### config.mk
export PLATFORM = sky130hd
export DESIGN_NAME = sha256_message_hasher
export DESIGN_NICKNAME = d
export VERILOG_FILES = /design/src/rtl/shm_pkg.sv /design/src/rtl/sha256_message_hasher.sv /design/src/rtl/shm_queue.sv /design/src/rtl/shm_core.sv
export SDC_FILE = /design/constraint.sdc
export NUM_CORES = 2
export LEC_CHECK = 0
export BUFFER_PORTS_ARGS = -buffer_cell sky130_fd_sc_hd__buf_2
export CAP_MARGIN = 20
export CORE_UTILIZATION = 26
export DETAILED_ROUTE_END_ITERATION = 7
export GPL_ROUTABILITY_DRIVEN = 0
export PLACE_DENSITY = 0.43
export SLEW_MARGIN = 20
export SYNTH_ARGS = -nofsm -noshare
export SYNTH_HDL_FRONTEND = slang
export SYNTH_SLANG_ARGS = --single-unit
### constraint.sdc
create_clock -name clk_i -period 15.1 [get_ports clk_i]
set_clock_uncertainty 0.05 [all_clocks]
set_input_delay 3.02 -clock clk_i [delete_from_list [all_inputs] [get_ports clk_i]]
set_output_delay 3.02 -clock clk_i [all_outputs]
set_load 0.005 [all_outputs]
### src/rtl/shm_pkg.sv
// Package with the item types, round constants and SHA-256 helper functions.
`timescale 1ns / 1ps
package shm_pkg;

  // One input item: a message byte with its valid bit and the end-of-message flag.
  typedef struct packed {
    logic [7:0] data_byte;
    logic       byte_valid;
    logic       end_of_message;
  } in_item_t;

  // One result item: a digest word with its position.
  typedef struct packed {
    logic [31:0] digest_word;
    logic [2:0]  word_index;
    logic        last_word;
  } out_item_t;

  localparam int unsigned QueueDepth = 2;

  localparam logic [31:0] RoundK [64] = '{
    32'h428a2f98, 32'h71374491, 32'hb5c0fbcf, 32'he9b5dba5,
    32'h3956c25b, 32'h59f111f1, 32'h923f82a4, 32'hab1c5ed5,
    32'hd807aa98, 32'h12835b01, 32'h243185be, 32'h550c7dc3,
    32'h72be5d74, 32'h80deb1fe, 32'h9bdc06a7, 32'hc19bf174,
    32'he49b69c1, 32'hefbe4786, 32'h0fc19dc6, 32'h240ca1cc,
    32'h2de92c6f, 32'h4a7484aa, 32'h5cb0a9dc, 32'h76f988da,
    32'h983e5152, 32'ha831c66d, 32'hb00327c8, 32'hbf597fc7,
    32'hc6e00bf3, 32'hd5a79147, 32'h06ca6351, 32'h14292967,
    32'h27b70a85, 32'h2e1b2138, 32'h4d2c6dfc, 32'h53380d13,
    32'h650a7354, 32'h766a0abb, 32'h81c2c92e, 32'h92722c85,
    32'ha2bfe8a1, 32'ha81a664b, 32'hc24b8b70, 32'hc76c51a3,
    32'hd192e819, 32'hd6990624, 32'hf40e3585, 32'h106aa070,
    32'h19a4c116, 32'h1e376c08, 32'h2748774c, 32'h34b0bcb5,
    32'h391c0cb3, 32'h4ed8aa4a, 32'h5b9cca4f, 32'h682e6ff3,
    32'h748f82ee, 32'h78a5636f, 32'h84c87814, 32'h8cc70208,
    32'h90befffa, 32'ha4506ceb, 32'hbef9a3f7, 32'hc67178f2
  };

  localparam logic [31:0] InitHash [8] = '{
    32'h6a09e667, 32'hbb67ae85, 32'h3c6ef372, 32'ha54ff53a,
    32'h510e527f, 32'h9b05688c, 32'h1f83d9ab, 32'h5be0cd19
  };

  localparam logic [7:0] PadMarker = 8'h80;
  localparam logic [5:0] LenOffset = 6'd56;

  function automatic logic [31:0] rotr(input logic [31:0] x, input int unsigned r);
    rotr = (x >> r) | (x << (32 - r));
  endfunction

  function automatic logic [31:0] big_sigma0(input logic [31:0] x);
    big_sigma0 = rotr(x, 2) ^ rotr(x, 13) ^ rotr(x, 22);
  endfunction

  function automatic logic [31:0] big_sigma1(input logic [31:0] x);
    big_sigma1 = rotr(x, 6) ^ rotr(x, 11) ^ rotr(x, 25);
  endfunction

  function automatic logic [31:0] small_sigma0(input logic [31:0] x);
    small_sigma0 = rotr(x, 7) ^ rotr(x, 18) ^ (x >> 3);
  endfunction

  function automatic logic [31:0] small_sigma1(input logic [31:0] x);
    small_sigma1 = rotr(x, 17) ^ rotr(x, 19) ^ (x >> 10);
  endfunction

endpackage

### src/rtl/sha256_message_hasher.sv
// Top level of the SHA-256 message hasher: input queue and hashing core.
// The core takes byte items only while idle; each filled 64-byte block runs 64 rounds
// on one shared round unit and then the chaining add.
// A message end pads one byte per cycle, runs one or two compressions, then
// gives eight digest items, one per cycle while the output side is ready.
// Reset (rst_ni low, asynchronous) empties the queue and loads the initial hash value.
`timescale 1ns / 1ps
module sha256_message_hasher #(
  parameter int unsigned QueueDepth = shm_pkg::QueueDepth
) (
  input  logic               clk_i,
  input  logic               rst_ni,
  input  logic               in_valid_i,
  output logic               in_ready_o,
  input  shm_pkg::in_item_t  in_data_i,
  output logic               out_valid_o,
  input  logic               out_ready_i,
  output shm_pkg::out_item_t out_data_o
);

  logic              q_valid, q_ready;
  shm_pkg::in_item_t q_data;

  shm_queue #(
    .Depth(QueueDepth)
  ) u_queue (
    .clk_i     (clk_i),
    .rst_ni    (rst_ni),
    .in_valid_i(in_valid_i),
    .in_ready_o(in_ready_o),
    .in_data_i (in_data_i),
    .q_valid_o (q_valid),
    .q_ready_i (q_ready),
    .q_data_o  (q_data)
  );

  shm_core u_core (
    .clk_i      (clk_i),
    .rst_ni     (rst_ni),
    .q_valid_i  (q_valid),
    .q_ready_o  (q_ready),
    .q_data_i   (q_data),
    .out_valid_o(out_valid_o),
    .out_ready_i(out_ready_i),
    .out_data_o (out_data_o)
  );

`ifndef SYNTH
  // The last flag marks exactly the eighth word.
  a_last_word: assert property (@(posedge clk_i) disable iff (!rst_ni)
    out_valid_o |-> (out_data_o.last_word == (out_data_o.word_index == 3'd7)))
    else $error("last_word does not match word_index");

  // Once a non-final word is taken, the next one is already in the output register.
  a_words_follow: assert property (@(posedge clk_i) disable iff (!rst_ni)
    (out_valid_o && out_ready_i && !out_data_o.last_word) |=>
      (out_valid_o && out_data_o.word_index == $past(out_data_o.word_index) + 3'd1))
    else $error("digest words do not follow each other");

  // The core takes no queued item while a non-final digest word is on the output.
  a_no_pop_mid_digest: assert property (@(posedge clk_i) disable iff (!rst_ni)
    (out_valid_o && !out_data_o.last_word) |-> !q_ready)
    else $error("core accepted an item during digest output");
`endif

endmodule

### src/rtl/shm_queue.sv
// Front part: accepts items, drops empty ones and queues the rest for the core.
`timescale 1ns / 1ps
module shm_queue #(
  parameter int unsigned Depth = shm_pkg::QueueDepth
) (
  input  logic               clk_i,
  input  logic               rst_ni,
  input  logic               in_valid_i,
  output logic               in_ready_o,
  input  shm_pkg::in_item_t  in_data_i,
  output logic               q_valid_o,
  input  logic               q_ready_i,
  output shm_pkg::in_item_t  q_data_o
);

  localparam int unsigned PtrW = (Depth > 1) ? $clog2(Depth) : 1;
  localparam int unsigned CntW = $clog2(Depth + 1);

  shm_pkg::in_item_t mem_q [Depth];
  logic [PtrW-1:0]   wr_ptr_q, rd_ptr_q;
  logic [CntW-1:0]   count_q;
  logic              push, pop, keep;

  // An item with neither a byte nor an end flag is taken and discarded.
  assign keep       = in_data_i.byte_valid | in_data_i.end_of_message;
  assign in_ready_o = (count_q != CntW'(Depth));
  assign push       = in_valid_i & in_ready_o & keep;
  assign q_valid_o  = (count_q != '0);
  assign pop        = q_valid_o & q_ready_i;
  assign q_data_o   = mem_q[rd_ptr_q];

  always_ff @(posedge clk_i) begin
    if (push) begin
      mem_q[wr_ptr_q] <= in_data_i;
    end
  end

  // Pointers wrap at the queue depth.
  always_ff @(posedge clk_i or negedge rst_ni) begin
    if (!rst_ni) begin
      wr_ptr_q <= '0;
      rd_ptr_q <= '0;
      count_q  <= '0;
    end else begin
      if (push) begin
        wr_ptr_q <= (wr_ptr_q == PtrW'(Depth - 1)) ? '0 : wr_ptr_q + 1'b1;
      end
      if (pop) begin
        rd_ptr_q <= (rd_ptr_q == PtrW'(Depth - 1)) ? '0 : rd_ptr_q + 1'b1;
      end
      count_q <= count_q + CntW'(push) - CntW'(pop);
    end
  end

endmodule

### src/rtl/shm_core.sv
// Back part: block buffer, padding, the 64-round compression and digest output.
`timescale 1ns / 1ps
module shm_core (
  input  logic               clk_i,
  input  logic               rst_ni,
  input  logic               q_valid_i,
  output logic               q_ready_o,
  input  shm_pkg::in_item_t  q_data_i,
  output logic               out_valid_o,
  input  logic               out_ready_i,
  output shm_pkg::out_item_t out_data_o
);

  typedef enum logic [2:0] {S_IDLE, S_PAD, S_ROUND, S_UPD, S_OUT} state_e;
  typedef enum logic [1:0] {P_ONE, P_ZERO, P_LEN} pad_e;

  state_e             state_q;
  pad_e               pad_kind_q, pad_kind_d;
  logic [511:0]       buf_q;
  logic [5:0]         fill_q, fill_d;
  logic [60:0]        len_q;
  logic [31:0]        chain_q [8];
  logic [31:0]        var_q [8];
  logic [31:0]        var_d [8];
  logic [5:0]         rnd_q;
  logic [2:0]         len_idx_q, out_idx_q;
  logic               pend_q, pad_done_q;
  logic               out_valid_q;
  shm_pkg::out_item_t out_q;

  logic [63:0]        bit_len;
  logic [7:0]         pad_byte;
  logic [31:0]        new_word, t1, t2;
  logic               pop, out_load;

  assign q_ready_o   = (state_q == S_IDLE);
  assign pop         = q_valid_i & q_ready_o;
  assign out_valid_o = out_valid_q;
  assign out_data_o  = out_q;
  assign out_load    = (state_q == S_OUT) & (~out_valid_q | out_ready_i);
  assign fill_d      = fill_q + 6'd1;

  // Padding byte: the marker, zero fill, then the bit length most significant first.
  assign bit_len = {len_q, 3'b000};
  always_comb begin
    unique case (pad_kind_q)
      P_ONE:   pad_byte = shm_pkg::PadMarker;
      P_ZERO:  pad_byte = 8'h00;
      P_LEN:   pad_byte = 8'(bit_len >> (6'd56 - {len_idx_q, 3'b000}));
      default: pad_byte = 8'h00;
    endcase
    if (pad_kind_q == P_LEN) begin
      pad_kind_d = P_LEN;
    end else if (fill_d == shm_pkg::LenOffset) begin
      pad_kind_d = P_LEN;
    end else begin
      pad_kind_d = P_ZERO;
    end
  end

  // One round: the schedule window advances one word and a..h rotate.
  always_comb begin
    new_word = buf_q[511:480] + shm_pkg::small_sigma0(buf_q[479:448]) +
               buf_q[223:192] + shm_pkg::small_sigma1(buf_q[63:32]);
    t1 = var_q[7] + shm_pkg::big_sigma1(var_q[4]) +
         ((var_q[4] & var_q[5]) ^ (~var_q[4] & var_q[6])) +
         shm_pkg::RoundK[rnd_q] + buf_q[511:480];
    t2 = shm_pkg::big_sigma0(var_q[0]) +
         ((var_q[0] & var_q[1]) ^ (var_q[0] & var_q[2]) ^ (var_q[1] & var_q[2]));
    var_d[0] = t1 + t2;
    var_d[1] = var_q[0];
    var_d[2] = var_q[1];
    var_d[3] = var_q[2];
    var_d[4] = var_q[3] + t1;
    var_d[5] = var_q[4];
    var_d[6] = var_q[5];
    var_d[7] = var_q[6];
  end

  // Buffer and round variables hold payload only.
  always_ff @(posedge clk_i) begin
    if (pop && q_data_i.byte_valid) begin
      buf_q <= {buf_q[503:0], q_data_i.data_byte};
    end else if (state_q == S_PAD) begin
      buf_q <= {buf_q[503:0], pad_byte};
    end else if (state_q == S_ROUND) begin
      buf_q <= {buf_q[479:0], new_word};
    end
    if (state_q == S_ROUND) begin
      var_q <= var_d;
    end else begin
      var_q <= chain_q;
    end
  end

  // Sequencer with the chaining value and the output register.
  always_ff @(posedge clk_i or negedge rst_ni) begin
    if (!rst_ni) begin
      state_q     <= S_IDLE;
      pad_kind_q  <= P_ONE;
      fill_q      <= '0;
      len_q       <= '0;
      chain_q     <= shm_pkg::InitHash;
      rnd_q       <= '0;
      len_idx_q   <= '0;
      out_idx_q   <= '0;
      pend_q      <= 1'b0;
      pad_done_q  <= 1'b0;
      out_valid_q <= 1'b0;
      out_q       <= '0;
    end else begin
      if (out_valid_q && out_ready_i && !out_load) begin
        out_valid_q <= 1'b0;
      end
      unique case (state_q)
        S_IDLE: begin
          if (pop) begin
            pend_q     <= q_data_i.end_of_message;
            pad_kind_q <= P_ONE;
            len_idx_q  <= '0;
            rnd_q      <= '0;
            if (q_data_i.byte_valid) begin
              fill_q <= fill_d;
              len_q  <= len_q + 61'd1;
            end
            if (q_data_i.byte_valid && fill_q == 6'd63) begin
              state_q <= S_ROUND;
            end else if (q_data_i.end_of_message) begin
              state_q <= S_PAD;
            end
          end
        end
        S_PAD: begin
          fill_q     <= fill_d;
          pad_kind_q <= pad_kind_d;
          rnd_q      <= '0;
          if (pad_kind_q == P_LEN) begin
            len_idx_q <= len_idx_q + 3'd1;
            if (len_idx_q == 3'd7) begin
              pad_done_q <= 1'b1;
            end
          end
          if (fill_q == 6'd63) begin
            state_q <= S_ROUND;
          end
        end
        S_ROUND: begin
          rnd_q <= rnd_q + 6'd1;
          if (rnd_q == 6'd63) begin
            state_q <= S_UPD;
          end
        end
        S_UPD: begin
          for (int i = 0; i < 8; i++) begin
            chain_q[i] <= chain_q[i] + var_q[i];
          end
          out_idx_q <= '0;
          if (pend_q && pad_done_q) begin
            state_q <= S_OUT;
          end else if (pend_q) begin
            state_q <= S_PAD;
          end else begin
            state_q <= S_IDLE;
          end
        end
        S_OUT: begin
          if (out_load) begin
            out_valid_q       <= 1'b1;
            out_q.digest_word <= chain_q[out_idx_q];
            out_q.word_index  <= out_idx_q;
            out_q.last_word   <= (out_idx_q == 3'd7);
            out_idx_q         <= out_idx_q + 3'd1;
            if (out_idx_q == 3'd7) begin
              chain_q    <= shm_pkg::InitHash;
              len_q      <= '0;
              fill_q     <= '0;
              pend_q     <= 1'b0;
              pad_done_q <= 1'b0;
              state_q    <= S_IDLE;
            end
          end
        end
        default: state_q <= S_IDLE;
      endcase
    end
  end

endmodule
Word level (Yosys, flattened, before mapping)
Memories as Yosys holds them, arrays and structs flattened. Cells that the tools add are included.

Multiplexer cells: 58. Shift-type cells: 1. Add/sub/neg operators: 28. Magnitude comparators: 2. Equality and inequality tests: 20. Reductions and logical operators: 27. Bitwise logic cells: 36.

Operators with widths (number): 512-bit two-way mux (3); 256-bit two-way mux (3); 32-bit adder (18); 256-bit case mux with 2 select lines (1); 32-bit XOR (9); 61-bit two-way mux (4); 32-bit AND (5); 32-bit two-way mux (4); 61-bit case mux with 2 select lines (1); 32-bit binary-select mux with 3-bit select (1); 64-bit by 6-bit >> shifter with 8-bit output (1); 61-bit by 1-bit adder with 61-bit output (second input constant) (1); 6-bit case mux with 3 select lines (2); 3-bit two-way mux (11); 32-bit NOT (1); 10-bit by 32-bit bitwise OR with 32-bit output (1); 13-bit by 32-bit bitwise OR with 32-bit output (1); 14-bit by 32-bit bitwise OR with 32-bit output (1); 15-bit by 32-bit bitwise OR with 32-bit output (1); 19-bit by 32-bit bitwise OR with 32-bit output (1); 21-bit by 32-bit bitwise OR with 32-bit output (1); 25-bit by 32-bit bitwise OR with 32-bit output (1); 26-bit by 32-bit bitwise OR with 32-bit output (1); 30-bit by 32-bit bitwise OR with 32-bit output (1); 43 further kinds (98).

Bits in writable memories: 20. Word-level logic and storage cells: 207. Bits in read-only memories: 2048. Memories: 2. Flip-flop bits (word level): 1151. Output and inout port bits: 38.

Memories: (no name shown) (words 64, bits a word 32, rd ports 1, clocked after memory_dff 0, write ports 0, line shm_core.sv:67) `shm_pkg::RoundK[rnd_q] + buf_q[511:480];`; u_queue.mem_q (words 2, bits a word 10, rd ports 1, clocked after memory_dff 0, write ports 1, line shm_queue.sv:19) `shm_pkg::in_item_t mem_q [Depth];`.

Longest topological paths before layout
Word-level depth: 9. Gate-level depth with buffers: 42. Mapped depth without buffers: 40.

Modules after synthesis
From an unflattened synthesis, not the netlist that was laid out.

Cells, all modules: 8621. Area, all modules: 76649.8 um^2.

By module, submodules not included: shm_core (area each 75691.3 um^2, cells each 8567, instances 1); shm_queue (area each 958.4 um^2, cells each 54, instances 1).

Least setup slack after synthesis
Ideal clock, no wire load.

Path kind: register to register. Start: register u_core.state_q[1]. End: register u_core.buf_q[0] (enable). Library setup time: 3632 ps. Arrival: 10302 ps. Setup slack: 1116 ps. Path buffers: 3. Cell stages (with the launch flop): 9. Path through: dfrtp_1 buf_2 nor3_1 o21ai_1 nor2_1 nor2_1 clkbuf_1 clkbuf_1 nand2_1.

Cells in the longest elaborated chain, start to end: 4.

RTL lines: start: declaration (line shm_core.sv:17) `state_e state_q;`; start signal: assignment (line shm_core.sv:99) `state_q <= S_IDLE;`; start signal: assignment (line shm_core.sv:127) `state_q <= S_ROUND;`; start signal: assignment (line shm_core.sv:129) `state_q <= S_PAD;`; 3-bit logical NOT (line shm_core.sv:36) `assign q_ready_o = (state_q == S_IDLE);`; 1-bit AND (line shm_core.sv:37) `assign pop = q_valid_i & q_ready_o;`; 1-bit logical AND (line shm_core.sv:82) `if (pop && q_data_i.byte_valid) begin`; 3-bit nonzero test (no line) *; end signal: assignment (line shm_core.sv:83) `buf_q <= {buf_q[503:0], q_data_i.data_byte};`; end signal: assignment (line shm_core.sv:85) `buf_q <= {buf_q[503:0], pad_byte};`; end signal: assignment (line shm_core.sv:87) `buf_q <= {buf_q[479:0], new_word};`; end: declaration (line shm_core.sv:19) `logic [511:0] buf_q;`.

Mark *: on every way between the ends. The rest lies on a longest branch, timed or not. A chain may end at the register's enable or synchronous reset.

Worst setup path in the final report
Start: register u_core.rnd_q[1]. End: register u_core.var_q, in the netlist u_core.var_d[223].

Cells in the longest elaborated chain, start to end: 8.

RTL lines: start: declaration (line shm_core.sv:25) `logic [5:0] rnd_q;`; start signal: assignment (line shm_core.sv:148) `rnd_q <= rnd_q + 6'd1;`; 6-bit NOT with 7-bit output (not written as such) (line shm_core.sv:67); memory 64 x 32 bit; 32-bit two-way mux (not written as such) (2 in series) (line shm_core.sv:67); 32-bit adder (line shm_core.sv:66) `((var_q[4] & var_q[5]) ^ (~var_q[4] & var_q[6])) +`; 32-bit adder (line shm_core.sv:67); 32-bit adder (line shm_core.sv:70) `var_d[0] = t1 + t2;`; 256-bit two-way mux (line shm_core.sv:89) `if (state_q == S_ROUND) begin`; end signal: assignment (line shm_core.sv:90) `var_q <= var_d;`; end signal: assignment (line shm_core.sv:92) `var_q <= chain_q;`; end: declaration (line shm_core.sv:23) `logic [31:0] var_q [8];`.

No other way between the ends. The select of a mux whose other input is x is not followed.

==> impl_results.md <==
- Reg2reg start: u_core.rnd_q[1]
- Critical path origin: u_core.rnd_q[1]
- Filler cell count: 30400
- Worst-skew pair later-pin latency: 0.85 ns
- Post-synth top area cell: edfxtp_1
- Final worst setup slack: between 4 and 5 ns
- Pin count of the biggest net entering global routing: 210
- CTS tree: built
- FF-to-FF path depth: 34
- Status: completed
- Inserted Clock Buffers: 153
- Synthesized area: ~0.076 mm²
- IO Pins: between 50 and 60
- Root buffer cell: clkbuf_16
- Final Slew Violations: 0
- Clk slew on worst S/H paths: around 0.060 ns
- Setup Fix Bufs, Post-CTS: 0
- EDFF count, synth: 532
- Via/cell ratio: a little under 5
- Slowest Stage Delay on Critical Path: between 0.8 and 0.9 ns
- Crit Path Category: register to register
- Via count: roughly 60000
- Relative slew slack: roughly 17%
- Tmin final: about 11 ns
- Dpl hpwl: roughly 190 mm
- Arr. time, crit path: ~11 ns
- Post-synth top cells: nand2_1 (2416), o21ai_0 (560), edfxtp_1 (532)
- Crit. End Element: register
- Synth Area in Adders: about 12%
- H-tree depth: 4
- Least-Margin Pin Slew: 1.24 ns
- Post-synthesis async set-or-reset flop share: about a third
- Global-route wire length before repair: between 300 and 400 mm
- Count of cell types in the netlist: 96
- Total routed wirelength: 261 mm
- Hold-fix buffers, CTS: 0
- Setup TNS: 0 ns
- Drt pass-1 iters: 7
- CP endpoint: u_core.var_d[223]
- Synth Area in Simple Gates: a little under a fifth
- Cells after synthesis: 8467
- Starting Density: about a quarter
- Multiplexer share of the synthesized area: 3.75%
- Wire length per cell: ~21 µm
- Initial antenna violation count: 5
- Maximum clock insertion buffer count: 4
- Grt total ovfl: 0
- Setup Viol. Count Final: 0
- Routed Antenna Nets: 0
- Compound-cell area share of the yosys netlist: between 10 and 15%
- RR Endpoint: u_core.var_d[223]
- CP max FO: 20
- Syn avg cell area: between 8 and 9 µm²
- Main combinational cell family by area after synthesis: simple AND/OR/NAND/NOR gates
- Worst slack at placement: 4.38 ns
- DR iter-0 viols: ~5400
- Synth Flop Type: edfxtp_1
- Final Cycle Share: a little under three quarters
- Final hold vios: 0
- Worst path buffer plus inverter count: 5
- RSZ-0062 raised after global routing: false
- Reg2reg setup slack: between 4 and 5 ns
- Gr usage total: 17.5%
- Vias in the first global route: just over 60000
- Synth top area share: a little over a fifth
- Die area: approximately 0.29 mm²
- Die X: between 500 and 600 µm
- Area contributors post-synth: edfxtp_1 (21%), nand2_1 (12%), dfrtp_1 (8.2%)
- Die H: between 500 and 600 µm
- Slowest cell on crit path: ha_1
- Proportion of layout cells with a drive suffix above 1: 7.60%
- CP required: ~16 ns
- Hold Crit Class: register to register
- Crit path depth: 34
- Maxcap violations: 0
- Register area share after synthesis: approximately 41%
- Synth Register Bits: ~1200
- Final net count: a little under 9000
- Clock sink count: approximately 1200
- Syn. warnings: 0
- Layout area overhead: 12.0%
- IO buf count: 51
- Most common cell in the synthesized netlist: nand2_1
- Residual DRC: 0
- Mapped Nets: approximately 9000
- FMAX: between 0.09 and 0.1 GHz
- Critical Path Start Type: register
- XOR/XNOR Fraction of Synth Area: under 10%
- Core area: around 0.29 mm²
- FP Rows: just under 200
- Family with the most delay on the worst path: compound AO/OA/AOI/OAI gates
- Post-cts sizing count: 0
## cell type report
cell class | count | area, µm² | share of cell area [%]
Timing Repair Buffer | 136 | 1020 | 1.20
Inverter | 310 | 1160 | 1.37
Clock buffer | 208 | 4310 | 5.09
Antenna cell | 2 | 5.00 | 0.00591
Tap cell | 3880 | 4850 | 5.73
Clock inverter | 57 | 578 | 0.682
Sequential cell | 1171 | 30900 | 36.4
Multi-Input combinational cell | 6514 | 41900 | 49.5
## flip-flops by register name (all words and copies together), names as in the netlist, 6 cells and up
signal / count
u_core.buf_q: 512
u_core.chain_q: 256
u_core.fill_q: 6
u_core.len_q: 61
u_core.out_data_o: 36
u_core.rnd_q: 6
u_core.var_d: 192
u_core.var_q: 64
u_queue.mem_q: 20
## per-layer routing
layer	track usage [%]	vias up	share of wire, %
li1	-	28600	-
met2	28.5	1568	46
met3	2.06	427	4.5
met4	5.77	2	3.4
met5	0	-	0.0069
met1	24.1	29800	46
## how the worst min path moves through the flow
stage                 startpoint  cells past startpoint           endpoint  slack, ns
5_1_grt        u_core.var_d[160]                      2  u_core.var_d[128]       0.42
3_5_place_dp    u_core.var_d[26]                      2   u_core.var_q[26]       0.40
6_report         u_core.var_d[0]                      2    u_core.var_q[0]       0.38
3_3_place_gp    u_core.var_d[16]                      2   u_core.var_q[16]       0.40
2_1_floorplan   u_core.var_d[55]                      2   u_core.var_d[23]       0.38
4_1_cts          u_core.var_d[0]                      2    u_core.var_q[0]       0.38
## cells in the final DEF, fill, tap and decap left out, types with 77 or more instances in the layout
cell and instances:
a21oi_1 468, a21o_1 179, dfstp_2 136, edfxtp_1 532, nor3_1 100, nand3_1 156
xnor2_1 388, o21ai_0 560, nor2_1 378, dfrtp_1 240, fa_1 195, ha_1 401
clkbuf_16 157, xor2_1 234, nand2_1 2412, inv_1 309, nand2b_1 77, mux2i_1 92
dfxtp_1 256, mux4_2 81
## logic make-up after synthesis
| group | count (synthesis) |
|---|---|
| mux | 181 |
| flops | 1171 |
| buf+inv | 782 |
| xor+xnor | 624 |
| simple gates | 3409 |
| compound gates | 1680 |
| fa+ha+maj | 620 |
## stage by stage
step	utilization (%)	instance area (µm²)	instances	hold slack, ns
2_1_floorplan	-	75600	8467	0.382
3_3_place_gp	27.7	79800	12000	0.402
3_5_place_dp	27.7	79800	12000	0.400
4_1_cts	29.3	84700	12300	0.376
5_1_grt	29.4	84700	12300	0.421
6_report	29.4	84700	12300	0.381
## worst register-to-register path, delay by kind of cell (launching register included)
family	cells	cell delay (ns)
xor gates and xnor gates	3	0.47
DFF	1	0.81
adders and majority gates	7	3.56
and+or+nand+nor	2	0.68
buffers and inverters	5	0.85
AOI/OAI and AO/OA	17	4.27
Power is left out: the tool's default activity adds up to more than one toggle a clock period on the data nets, which glitch-free logic cannot reach.
